===== src/sv/sob_pkg.sv =====
// ----------------------------------------------------------------------------
// sob_pkg
// Shared types and constants for the source-over pixel blender.
// ----------------------------------------------------------------------------
package sob_pkg;

	typedef enum logic [1:0] {
		FMT_ALPHA8   = 2'd0,
		FMT_GREY8    = 2'd1,
		FMT_RGBA8888 = 2'd2
	} fmt_t;

	typedef enum logic [1:0] {
		REG_SOURCE_FORMAT = 2'd0,
		REG_TARGET_FORMAT = 2'd1
	} reg_idx_t;

	localparam int NW = 17;
	localparam int QDepth = 2;
	localparam int QPtrW = $clog2(QDepth);
	localparam int QCntW = $clog2(QDepth + 1);

	localparam logic [15:0] W_RED = 16'd13933;
	localparam logic [15:0] W_GREEN = 16'd46871;
	localparam logic [15:0] W_BLUE = 16'd4732;
	localparam logic [33:0] LUM_HALF = 34'd8355840;
	localparam logic [18:0] RECIP_255 = 19'd263173;
	localparam int RECIP_SHIFT = 26;

	typedef struct packed {
		logic [1:0]             fmt;
		logic [3:0][NW-1:0]     n;
	} sob_entry_t;

	function automatic logic [7:0] sat_byte(input logic [10:0] q);
		return (q > 11'd255) ? 8'hff : q[7:0];
	endfunction

endpackage


===== src/sv/srcover_pixel_blend.sv =====
// ----------------------------------------------------------------------------
// srcover_pixel_blend
// Premultiplied source-over blend of one source and one destination pixel.
// ----------------------------------------------------------------------------
// One pixel pair is taken per request and one blended pixel comes out per
// request, at one pixel per clock while the output side keeps ready high.
// The front unpacks both pixels and forms the exact blend sums in the cycle
// of the request, then a two-entry queue feeds a four-stage back pipeline
// (rounding multiply, luminance sum, luminance rounding multiply, output
// register). Formats are 0 alpha8, 1 grey8, 2 rgba8888; code 3 acts as
// rgba8888. Write the format registers only while no request is in flight.
module srcover_pixel_blend import sob_pkg::*; (
	input  logic        clk,
	input  logic        arst_n,
	input  logic        cfg_valid,
	output logic        cfg_ready,
	input  logic [1:0]  cfg_index,
	input  logic [1:0]  cfg_data,
	input  logic        s_tvalid,
	output logic        s_tready,
	input  logic [63:0] s_tdata,   // [31:0] source_pixel, [63:32] dest_pixel
	output logic        m_tvalid,
	input  logic        m_tready,
	output logic [31:0] m_tdata    // [31:0] blended_pixel
);

	sob_entry_t entry;
	sob_entry_t q_data;
	logic q_full;
	logic q_empty;
	logic q_pop;

	assign s_tready = !q_full;

	sob_front u_front (
		.clk          (clk),
		.arst_n       (arst_n),
		.cfg_valid    (cfg_valid),
		.cfg_ready    (cfg_ready),
		.cfg_index    (cfg_index),
		.cfg_data     (cfg_data),
		.source_pixel (s_tdata[31:0]),
		.dest_pixel   (s_tdata[63:32]),
		.entry        (entry)
	);

	sob_queue u_queue (
		.clk       (clk),
		.arst_n    (arst_n),
		.push      (s_tvalid),
		.push_data (entry),
		.full      (q_full),
		.pop       (q_pop),
		.empty     (q_empty),
		.pop_data  (q_data)
	);

	sob_back u_back (
		.clk      (clk),
		.arst_n   (arst_n),
		.q_empty  (q_empty),
		.q_data   (q_data),
		.q_pop    (q_pop),
		.m_tvalid (m_tvalid),
		.m_tready (m_tready),
		.m_tdata  (m_tdata)
	);

endmodule


===== src/sv/sob_front.sv =====
// ----------------------------------------------------------------------------
// sob_front
// Holds the format registers, unpacks both pixels and forms the exact
// per-channel blend sums src*255 + dst*(255 - src_alpha).
// ----------------------------------------------------------------------------
module sob_front import sob_pkg::*; (
	input  logic              clk,
	input  logic              arst_n,
	input  logic              cfg_valid,
	output logic              cfg_ready,
	input  logic [1:0]        cfg_index,
	input  logic [1:0]        cfg_data,
	input  logic [31:0]       source_pixel,
	input  logic [31:0]       dest_pixel,
	output sob_entry_t        entry
);

	logic [1:0] src_fmt_q;
	logic [1:0] dst_fmt_q;
	logic [3:0][7:0] s_ch;
	logic [3:0][7:0] d_ch;
	logic [7:0] inv;

	assign cfg_ready = 1'b1;

	always_ff @(posedge clk or negedge arst_n) begin
		if (!arst_n) begin
			src_fmt_q <= FMT_RGBA8888;
			dst_fmt_q <= FMT_RGBA8888;
		end else if (cfg_valid) begin
			case (cfg_index)
				REG_SOURCE_FORMAT: src_fmt_q <= cfg_data;
				REG_TARGET_FORMAT: dst_fmt_q <= cfg_data;
				default: ;
			endcase
		end
	end

	function automatic logic [3:0][7:0] unpack_px(input logic [1:0] fmt,
		input logic [31:0] px);
		logic [3:0][7:0] ch;
		case (fmt)
			FMT_ALPHA8: ch = {px[7:0], 8'd0, 8'd0, 8'd0};
			FMT_GREY8:  ch = {8'hff, px[7:0], px[7:0], px[7:0]};
			default:    ch = px;
		endcase
		return ch;
	endfunction

	always_comb begin
		s_ch = unpack_px(src_fmt_q, source_pixel);
		d_ch = unpack_px(dst_fmt_q, dest_pixel);
		inv = 8'hff - s_ch[3];
		entry.fmt = dst_fmt_q;
		for (int i = 0; i < 4; i++) begin
			entry.n[i] = NW'(s_ch[i]) * NW'(255) + NW'(d_ch[i]) * NW'(inv);
		end
	end

endmodule


===== src/sv/sob_queue.sv =====
// ----------------------------------------------------------------------------
// sob_queue
// Short queue between the front and the back pipeline.
// ----------------------------------------------------------------------------
module sob_queue import sob_pkg::*; (
	input  logic        clk,
	input  logic        arst_n,
	input  logic        push,
	input  sob_entry_t  push_data,
	output logic        full,
	input  logic        pop,
	output logic        empty,
	output sob_entry_t  pop_data
);

	sob_entry_t mem_q [QDepth];
	logic [QPtrW-1:0] wr_ptr_q;
	logic [QPtrW-1:0] rd_ptr_q;
	logic [QCntW-1:0] count_q;
	logic do_push;
	logic do_pop;

	assign full = (count_q == QCntW'(QDepth));
	assign empty = (count_q == '0);
	assign do_push = push && !full;
	assign do_pop = pop && !empty;
	assign pop_data = mem_q[rd_ptr_q];

	always_ff @(posedge clk) begin
		if (do_push) begin
			mem_q[wr_ptr_q] <= push_data;
		end
	end

	always_ff @(posedge clk or negedge arst_n) begin
		if (!arst_n) begin
			wr_ptr_q <= '0;
			rd_ptr_q <= '0;
			count_q <= '0;
		end else begin
			if (do_push) begin
				wr_ptr_q <= (wr_ptr_q == QPtrW'(QDepth - 1)) ? '0 : wr_ptr_q + 1'b1;
			end
			if (do_pop) begin
				rd_ptr_q <= (rd_ptr_q == QPtrW'(QDepth - 1)) ? '0 : rd_ptr_q + 1'b1;
			end
			case ({do_push, do_pop})
				2'b10:   count_q <= count_q + 1'b1;
				2'b01:   count_q <= count_q - 1'b1;
				default: ;
			endcase
		end
	end

	a_count_range: assert property (@(posedge clk) disable iff (!arst_n)
		count_q <= QCntW'(QDepth))
		else $error("queue count out of range");

	a_push_only: assert property (@(posedge clk) disable iff (!arst_n)
		do_push && !do_pop |=> count_q == $past(count_q) + 1'b1)
		else $error("queue count missed a push");

	a_pop_only: assert property (@(posedge clk) disable iff (!arst_n)
		do_pop && !do_push |=> count_q == $past(count_q) - 1'b1)
		else $error("queue count missed a pop");

endmodule


===== src/sv/sob_back.sv =====
// ----------------------------------------------------------------------------
// sob_back
// Rounds the blend sums to bytes, forms Rec.709 luminance for grey
// targets and packs the result in the target format.
// ----------------------------------------------------------------------------
module sob_back import sob_pkg::*; (
	input  logic        clk,
	input  logic        arst_n,
	input  logic        q_empty,
	input  sob_entry_t  q_data,
	output logic        q_pop,
	output logic        m_tvalid,
	input  logic        m_tready,
	output logic [31:0] m_tdata
);

	logic en;
	logic vld_s1, vld_s2, vld_s3, m_valid_q;
	logic [1:0] fmt_s1, fmt_s2, fmt_s3;
	logic [3:0][36:0] cprod_s1;
	logic [32:0] pr_s1, pg_s1, pb_s1;
	logic [3:0][7:0] ch_s2, ch_s3;
	logic [17:0] gx_s2;
	logic [36:0] gprod_s3;
	logic [33:0] lum;
	logic [31:0] data_q;

	assign en = !m_valid_q || m_tready;
	assign q_pop = en && !q_empty;
	assign lum = 34'(pr_s1) + 34'(pg_s1) + 34'(pb_s1) + LUM_HALF;

	always_ff @(posedge clk or negedge arst_n) begin
		if (!arst_n) begin
			vld_s1 <= 1'b0;
			vld_s2 <= 1'b0;
			vld_s3 <= 1'b0;
			m_valid_q <= 1'b0;
		end else if (en) begin
			vld_s1 <= !q_empty;
			vld_s2 <= vld_s1;
			vld_s3 <= vld_s2;
			m_valid_q <= vld_s3;
		end
	end

	always_ff @(posedge clk) begin
		if (en) begin
			fmt_s1 <= q_data.fmt;
			for (int i = 0; i < 4; i++) begin
				cprod_s1[i] <= 37'(18'(q_data.n[i]) + 18'd127) * 37'(RECIP_255);
			end
			pr_s1 <= 33'(q_data.n[0]) * 33'(W_RED);
			pg_s1 <= 33'(q_data.n[1]) * 33'(W_GREEN);
			pb_s1 <= 33'(q_data.n[2]) * 33'(W_BLUE);

			fmt_s2 <= fmt_s1;
			for (int i = 0; i < 4; i++) begin
				ch_s2[i] <= sat_byte(cprod_s1[i][36:RECIP_SHIFT]);
			end
			gx_s2 <= lum[33:16];

			fmt_s3 <= fmt_s2;
			ch_s3 <= ch_s2;
			gprod_s3 <= 37'(gx_s2) * 37'(RECIP_255);

			case (fmt_s3)
				FMT_ALPHA8: data_q <= {24'd0, ch_s3[3]};
				FMT_GREY8:  data_q <= {24'd0, sat_byte(gprod_s3[36:RECIP_SHIFT])};
				default:    data_q <= ch_s3;
			endcase
		end
	end

	assign m_tvalid = m_valid_q;
	assign m_tdata = data_q;

endmodule

===== config.mk =====
export PLATFORM = sky130hd
export DESIGN_NAME = srcover_pixel_blend
export DESIGN_NICKNAME = d
export VERILOG_FILES = /design/src/sv/sob_pkg.sv /design/src/sv/srcover_pixel_blend.sv /design/src/sv/sob_front.sv /design/src/sv/sob_queue.sv /design/src/sv/sob_back.sv
export SDC_FILE = /design/constraint.sdc
export NUM_CORES = 2
export LEC_CHECK = 0
export ABC_AREA = 1
export BUFFER_PORTS_ARGS = -buffer_cell sky130_fd_sc_hd__clkbuf_2
export CAP_MARGIN = 20
export CORE_ASPECT_RATIO = 1.75
export CORE_MARGIN = 3
export CORE_UTILIZATION = 30
export CTS_BUF_LIST = sky130_fd_sc_hd__clkbuf_4 sky130_fd_sc_hd__clkbuf_8 sky130_fd_sc_hd__clkbuf_16
export DETAILED_ROUTE_END_ITERATION = 8
export GPL_ROUTABILITY_DRIVEN = 0
export PLACE_DENSITY = 0.48
export SKIP_LAST_GASP = 1
export SYNTH_ARGS = -nofsm -noshare
export SYNTH_HDL_FRONTEND = slang
export SYNTH_SLANG_ARGS = --single-unit

===== constraint.sdc =====
create_clock -name clk -period 20.2 [get_ports clk]
set_clock_uncertainty 0.05 [all_clocks]
set_input_delay 1.01 -clock clk [delete_from_list [all_inputs] [get_ports clk]]
set_output_delay 1.01 -clock clk [all_outputs]
set_load 0.02 [all_outputs]

Word-level counts from Yosys, hierarchy flattened
Memory sizes are Yosys's and may differ from the RTL's. Cells that the tools add are included.

Memories kept: 1. Bits in latches: 0. RAM bits: 140. Bits in read-only memories: 0. Output and inout port bits: 35. Flip-flop bits (word level): 409.

Add/sub/neg operators: 16. Eq/ne operators: 7. Reduce and logical (&&, ||, !) cells: 15. $lt $le $gt $ge: 5. Shifts and indexed selects: 0. Mux-type cells: 9. Divide/modulo/power cells: 0. Multiply operators: 16. Bitwise gates (word level): 0.

Memories: u_queue.mem_q (depth 2, width 70, rd ports 1, clocked after memory_dff 0, write ports 1, line sob_queue.sv:16) `sob_entry_t mem_q [QDepth];`.

Operator list (number): 32-bit case mux with 2 select lines (3); 37-bit by 19-bit multiplier with 37-bit output (second input constant) (4); 17-bit by 7-bit adder with 18-bit output (second input constant) (4); 16-bit by 16-bit adder with 17-bit output (4); 8-bit by 8-bit multiplier with 16-bit output (4); 8-bit by 8-bit multiplier with 16-bit output (second input constant) (4); 11-bit by 8-bit > comparator with 1-bit output (second input constant) (5); 18-bit by 19-bit multiplier with 37-bit output (second input constant) (1); 31-bit by 33-bit adder with 34-bit output (1); 34-bit by 23-bit adder with 34-bit output (second input constant) (1); 34-bit by 30-bit adder with 34-bit output (1); 17-bit by 16-bit multiplier with 33-bit output (second input constant) (1); 17-bit by 14-bit multiplier with 31-bit output (second input constant) (1); 17-bit by 11-bit multiplier with 28-bit output (second input constant) (1); 2-bit by 1-bit equality test with 1-bit output (second input constant) (5); 2-bit logical NOT (5); 8-bit 2-to-1 mux (1); 8-bit subtractor (first input constant) (1); 2-bit equality test (second input constant) (2); 1-bit 2-to-1 mux (4); 2-bit case mux with 2 select lines (1); 2-bit AND reduction (2); 1-bit logical AND (3); 1-bit logical NOT (3); other kinds (5) (6).

Longest topological paths before layout
Depth after elaboration: 6. Depth in mapped cells: 35.

By module
From an unflattened synthesis, not the netlist that was laid out.

Cells, all modules: 7378. Area, all modules: 64732.1 µm².

Modules (own cells, without submodules): sob_back (sequential area each 8117.8 µm², cells an instance 4801, area each 41604.9 µm², times used 1); sob_front (sequential area each 102.6 µm², cells an instance 2178, area each 16983.8 µm², times used 1); sob_queue (sequential area each 4304.1 µm², cells an instance 398, area each 6139.6 µm², times used 1); srcover_pixel_blend (sequential area each 0.0 µm², cells an instance 1, area each 3.8 µm², times used 1).

Least setup slack after synthesis
Ideal clock, no wire load.

Path kind: input -> register. Start point: input m_tready. End point: register u_back.ch_s2[0] (netlist bit), enable pin. Slack: 13.251 ns. Setup time: 0.620 ns. Stages: 2. Buffers on the path: 0. Arrival time: 6.279 ns. Cell sequence: nor2_1 -> inv_1.

Longest elaborated chain between the ends: 1.

Ends and longest elaborated chain: start: declaration (line srcover_pixel_blend.sv:23) `input logic m_tready,`; 1-bit logical OR (line sob_back.sv:28) `assign en = !m_valid_q || m_tready;`; end signal: indexed assignment (line sob_back.sv:58) `ch_s2[i] <= sat_byte(cprod_s1[i][36:RECIP_SHIFT]);`; end: declaration (line sob_back.sv:22) `logic [3:0][7:0] ch_s2, ch_s3;`.

No other way between the ends. A chain may end at the register's enable or synchronous reset.

==> reports/results.tsv <==
stage	metric	value	unit
status	status	finished, final reports clean	
yosys	syn_inst	6848	
floorplanning	io_pins	108	
clock_network	clock_latency	0.63	ns
clock_network	cts_resized	0	
global_route	antenna_found_initial	4	
sta	finalHoldViolations	0	
yosys	ys_seq_elements	419	
critical_path	arrival	8.63	ns
routing	via_count	44910	
critical_path	critical_path_class	flip-flop to flip-flop	
critical_path	cp-start-kind	flip-flop	
floorplanning	rows	220	
critical_path	r2r_cells	20	
routing	vias_per_cell	4.637	
critical_path	crit_required	20.59	ns
flow_run	cap_violations	0	
placed_design	pre_cts_slack	12.04	ns
sta	max_freq	121.4	MHz
yosys	synth_edf_count	407	
yosys	synth_async_sr_flop_share	2.864	%
placed_design	placed_cells	9599	
cells_and_area	instances_no_fill	9685	
sta	rsz0062_at_grt	no	
cells_and_area	final_common_cell	inv_1	
routing	wl	171.1	mm
sta	final-max-slew-violation-count	0	
floorplanning	die_x	349.9	um
sta	tightestPinTransition	1.210	ns
yosys	ys_warn_count	0	
critical_path	r2r-end	u_queue.mem_q[0][65]	
yosys	synth_flop_cell	edfxtp_1	
hold_path	min_path_type	input pin to asynchronous set/reset pin	
floorplanning	coreArea	205600	um^2
clock_network	htree_num_levels	2	
placed_design	hpwl	150.7	mm
cells_and_area	final_cell_mix	inv_1 (1584), ha_1 (1167), nand2_1 (1066), fa_1 (728), nor2_1 (496)	
global_route	grt_max_degree	86	
routing	ant_nets	0	
sta	setup_viol	0	
clock_network	path_clk_slew	0.07	ns
routing	drc	0	
clock_network	cts-hold-fix-buffers	0	
global_route	grt_usage	16.21	%
sta	finalCritPeriodShare	40.80	%
clock_network	cts_tree	built	
routing	drt_iter0_drc	1663	
placed_design	port_buffers	106	
critical_path	r2r_start	u_front.src_fmt_q[1]	
critical_path	worstPathMaxFanout	27	
critical_path	worst_setup_path_end_kind	flip-flop	
sta	tns	0	ns
routing	firstDrtPassIters	6	
yosys	avgSynthCellArea	9.065	um^2
clock_network	cts.sinks	419	
global_route	grt_overflow	0	
sta	min_period	8.241	ns
yosys	syn_area	62070	um^2
floorplanning	die-area	212600	um^2
global_route	grt_pass1_wl	268.7	mm
routing	wl_per_cell	17.67	um
clock_network	clk_path_buf_depth	3	
clock_network	cts_root_buf	clkbuf_16	
clock_network	cts_buffers	47	
clock_network	cts_setup_buffers	0	
cells_and_area	drive_above_1_share	4.615	%
sta	maxSlewHeadroom	18.48	%
floorplanning	die_h	607.8	um
cells_and_area	layout.nets	8953	
critical_path	rrSetupSlack	11.96	ns
cells_and_area	syn2layout_area_growth	8.905	%
cells_and_area	nFillCells	21340	
floorplanning	start_util	30.19	%
yosys	yosysUniqueCellTypes	63	
global_route	grt_pass1_vias	49010	
yosys	synth-seq-area-share	20.18	%
sta	worst_slack	11.96	ns
## logic make-up after synthesis
| family | after synthesis | synth area share (%) |
|---|---|---|
| XOR/XNOR | 222 | 3.144 |
| flip-flops | 419 | 20.18 |
| adder cells (fa/ha/maj) | 1895 | 47.00 |
| AO/OA/AOI/OAI | 728 | 6.710 |
| other | 2 | 0.01210 |
| AND/OR/NAND/NOR | 1933 | 12.85 |
| buffers and inverters | 1649 | 10.10 |
## routing by layer
metal  share of wire, %  global-route usage (%)  vias to the layer above
li1                   -                       -                    22070
met1                 35                   15.74                    21860
met5                  0                       0                        -
met3                1.9                   1.115                      292
met2                 58                   33.83                      686
met4                5.0                   7.226                        0
## Yosys cell counts, drive strengths merged, types with 5 or more instances
library cell     n  area (um^2)
o221ai           6        52.55
o31ai            6        45.04
a31oi           47        294.0
fa             728        14570
edfxtp         407        12220
a21o            41        307.8
o21bai          28        210.2
a21boi          11        82.57
xor2           167         1470
a21oi          280         1401
o21a            15        112.6
o211ai           5        37.54
nor4            16        106.4
nand3b           8        60.06
ha            1167        14600
nand3          183        935.9
inv           1594         5983
nand2         1092         4199
buf             22        163.9
xnor2           55        481.7
dfrtp           10        250.2
or2             27        168.9
nand4           40        250.2
clkbuf          31        116.4
a211oi           6        45.04
nor3            59        316.6
nor2           504         1917
o21ai          251         1324
o22ai           17        112.6
## area by class of cell
cell class / count / area, um^2 / area share, %
antenna: 1 / 2.502 / 0.003702
clock buffer: 52 / 1214 / 1.795
timing repair buffer: 139 / 785.8 / 1.162
tap: 2664 / 3333 / 4.931
sequential: 419 / 12530 / 18.53
clock inverter: 32 / 407.9 / 0.6034
multi-input combinational: 4782 / 43330 / 64.10
inverter: 1596 / 5998 / 8.873
## stage by stage
step	utilization, %	area (um^2)	hold WS [ns]
CTS	32.87	67580	0.2843
detailed placement	32.08	65960	0.3545
floorplan	-	62080	0.3503
global placement	32.08	65960	0.3505
finish	32.88	67600	0.2958
global route	32.88	67600	0.3077
## sequential cells by signal (all words and copies together), names as in the netlist, 2 cells and up
name / cells
u_back.ch_s2: 32
u_back.ch_s3: 32
u_back.cprod_s1: 44
u_back.fmt_s1: 2
u_back.fmt_s2: 2
u_back.fmt_s3: 2
u_back.gprod_s3: 11
u_back.gx_s2: 18
u_back.m_tdata: 32
u_back.pb_s1: 28
u_back.pg_s1: 33
u_back.pr_s1: 31
u_front.dst_fmt_q: 2
u_front.src_fmt_q: 2
u_queue.count_q: 2
u_queue.mem_q: 140
## worst max-delay path by stage
stage / start / to / slack (ns)
floorplan: m_tready / u_back.ch_s2[0] / 13.25
global route: u_front.src_fmt_q[1] / u_queue.mem_q[0][65] / 11.48
global placement: u_front.src_fmt_q[1] / u_queue.mem_q[0][12] / 12.11
finish: u_front.src_fmt_q[1] / u_queue.mem_q[0][65] / 11.96
detailed placement: u_front.src_fmt_q[1] / u_queue.mem_q[0][65] / 12.04
CTS: u_front.src_fmt_q[1] / u_queue.mem_q[0][33] / 12.03
## worst max-delay path: stages, from the launching register on
cell,delay [ns]
dfstp_2,0.56
clkinv_1,0.56
o22ai_2,1.11
inv_1,0.78
nor2_1,0.35
fa_1,0.51
fa_1,0.48
fa_1,0.51
fa_1,0.52
fa_1,0.54
inv_1,0.05
fa_1,0.53
inv_1,0.04
ha_1,0.33
nand2_1,0.10
nor3_1,0.17
a21oi_1,0.12
o21ai_0,0.33
nand3_1,0.11
nand2_1,0.09
xor2_1,0.19
Power is left out: the tool's default activity adds up to more than one toggle a clock period on the data nets, which glitch-free logic cannot reach.
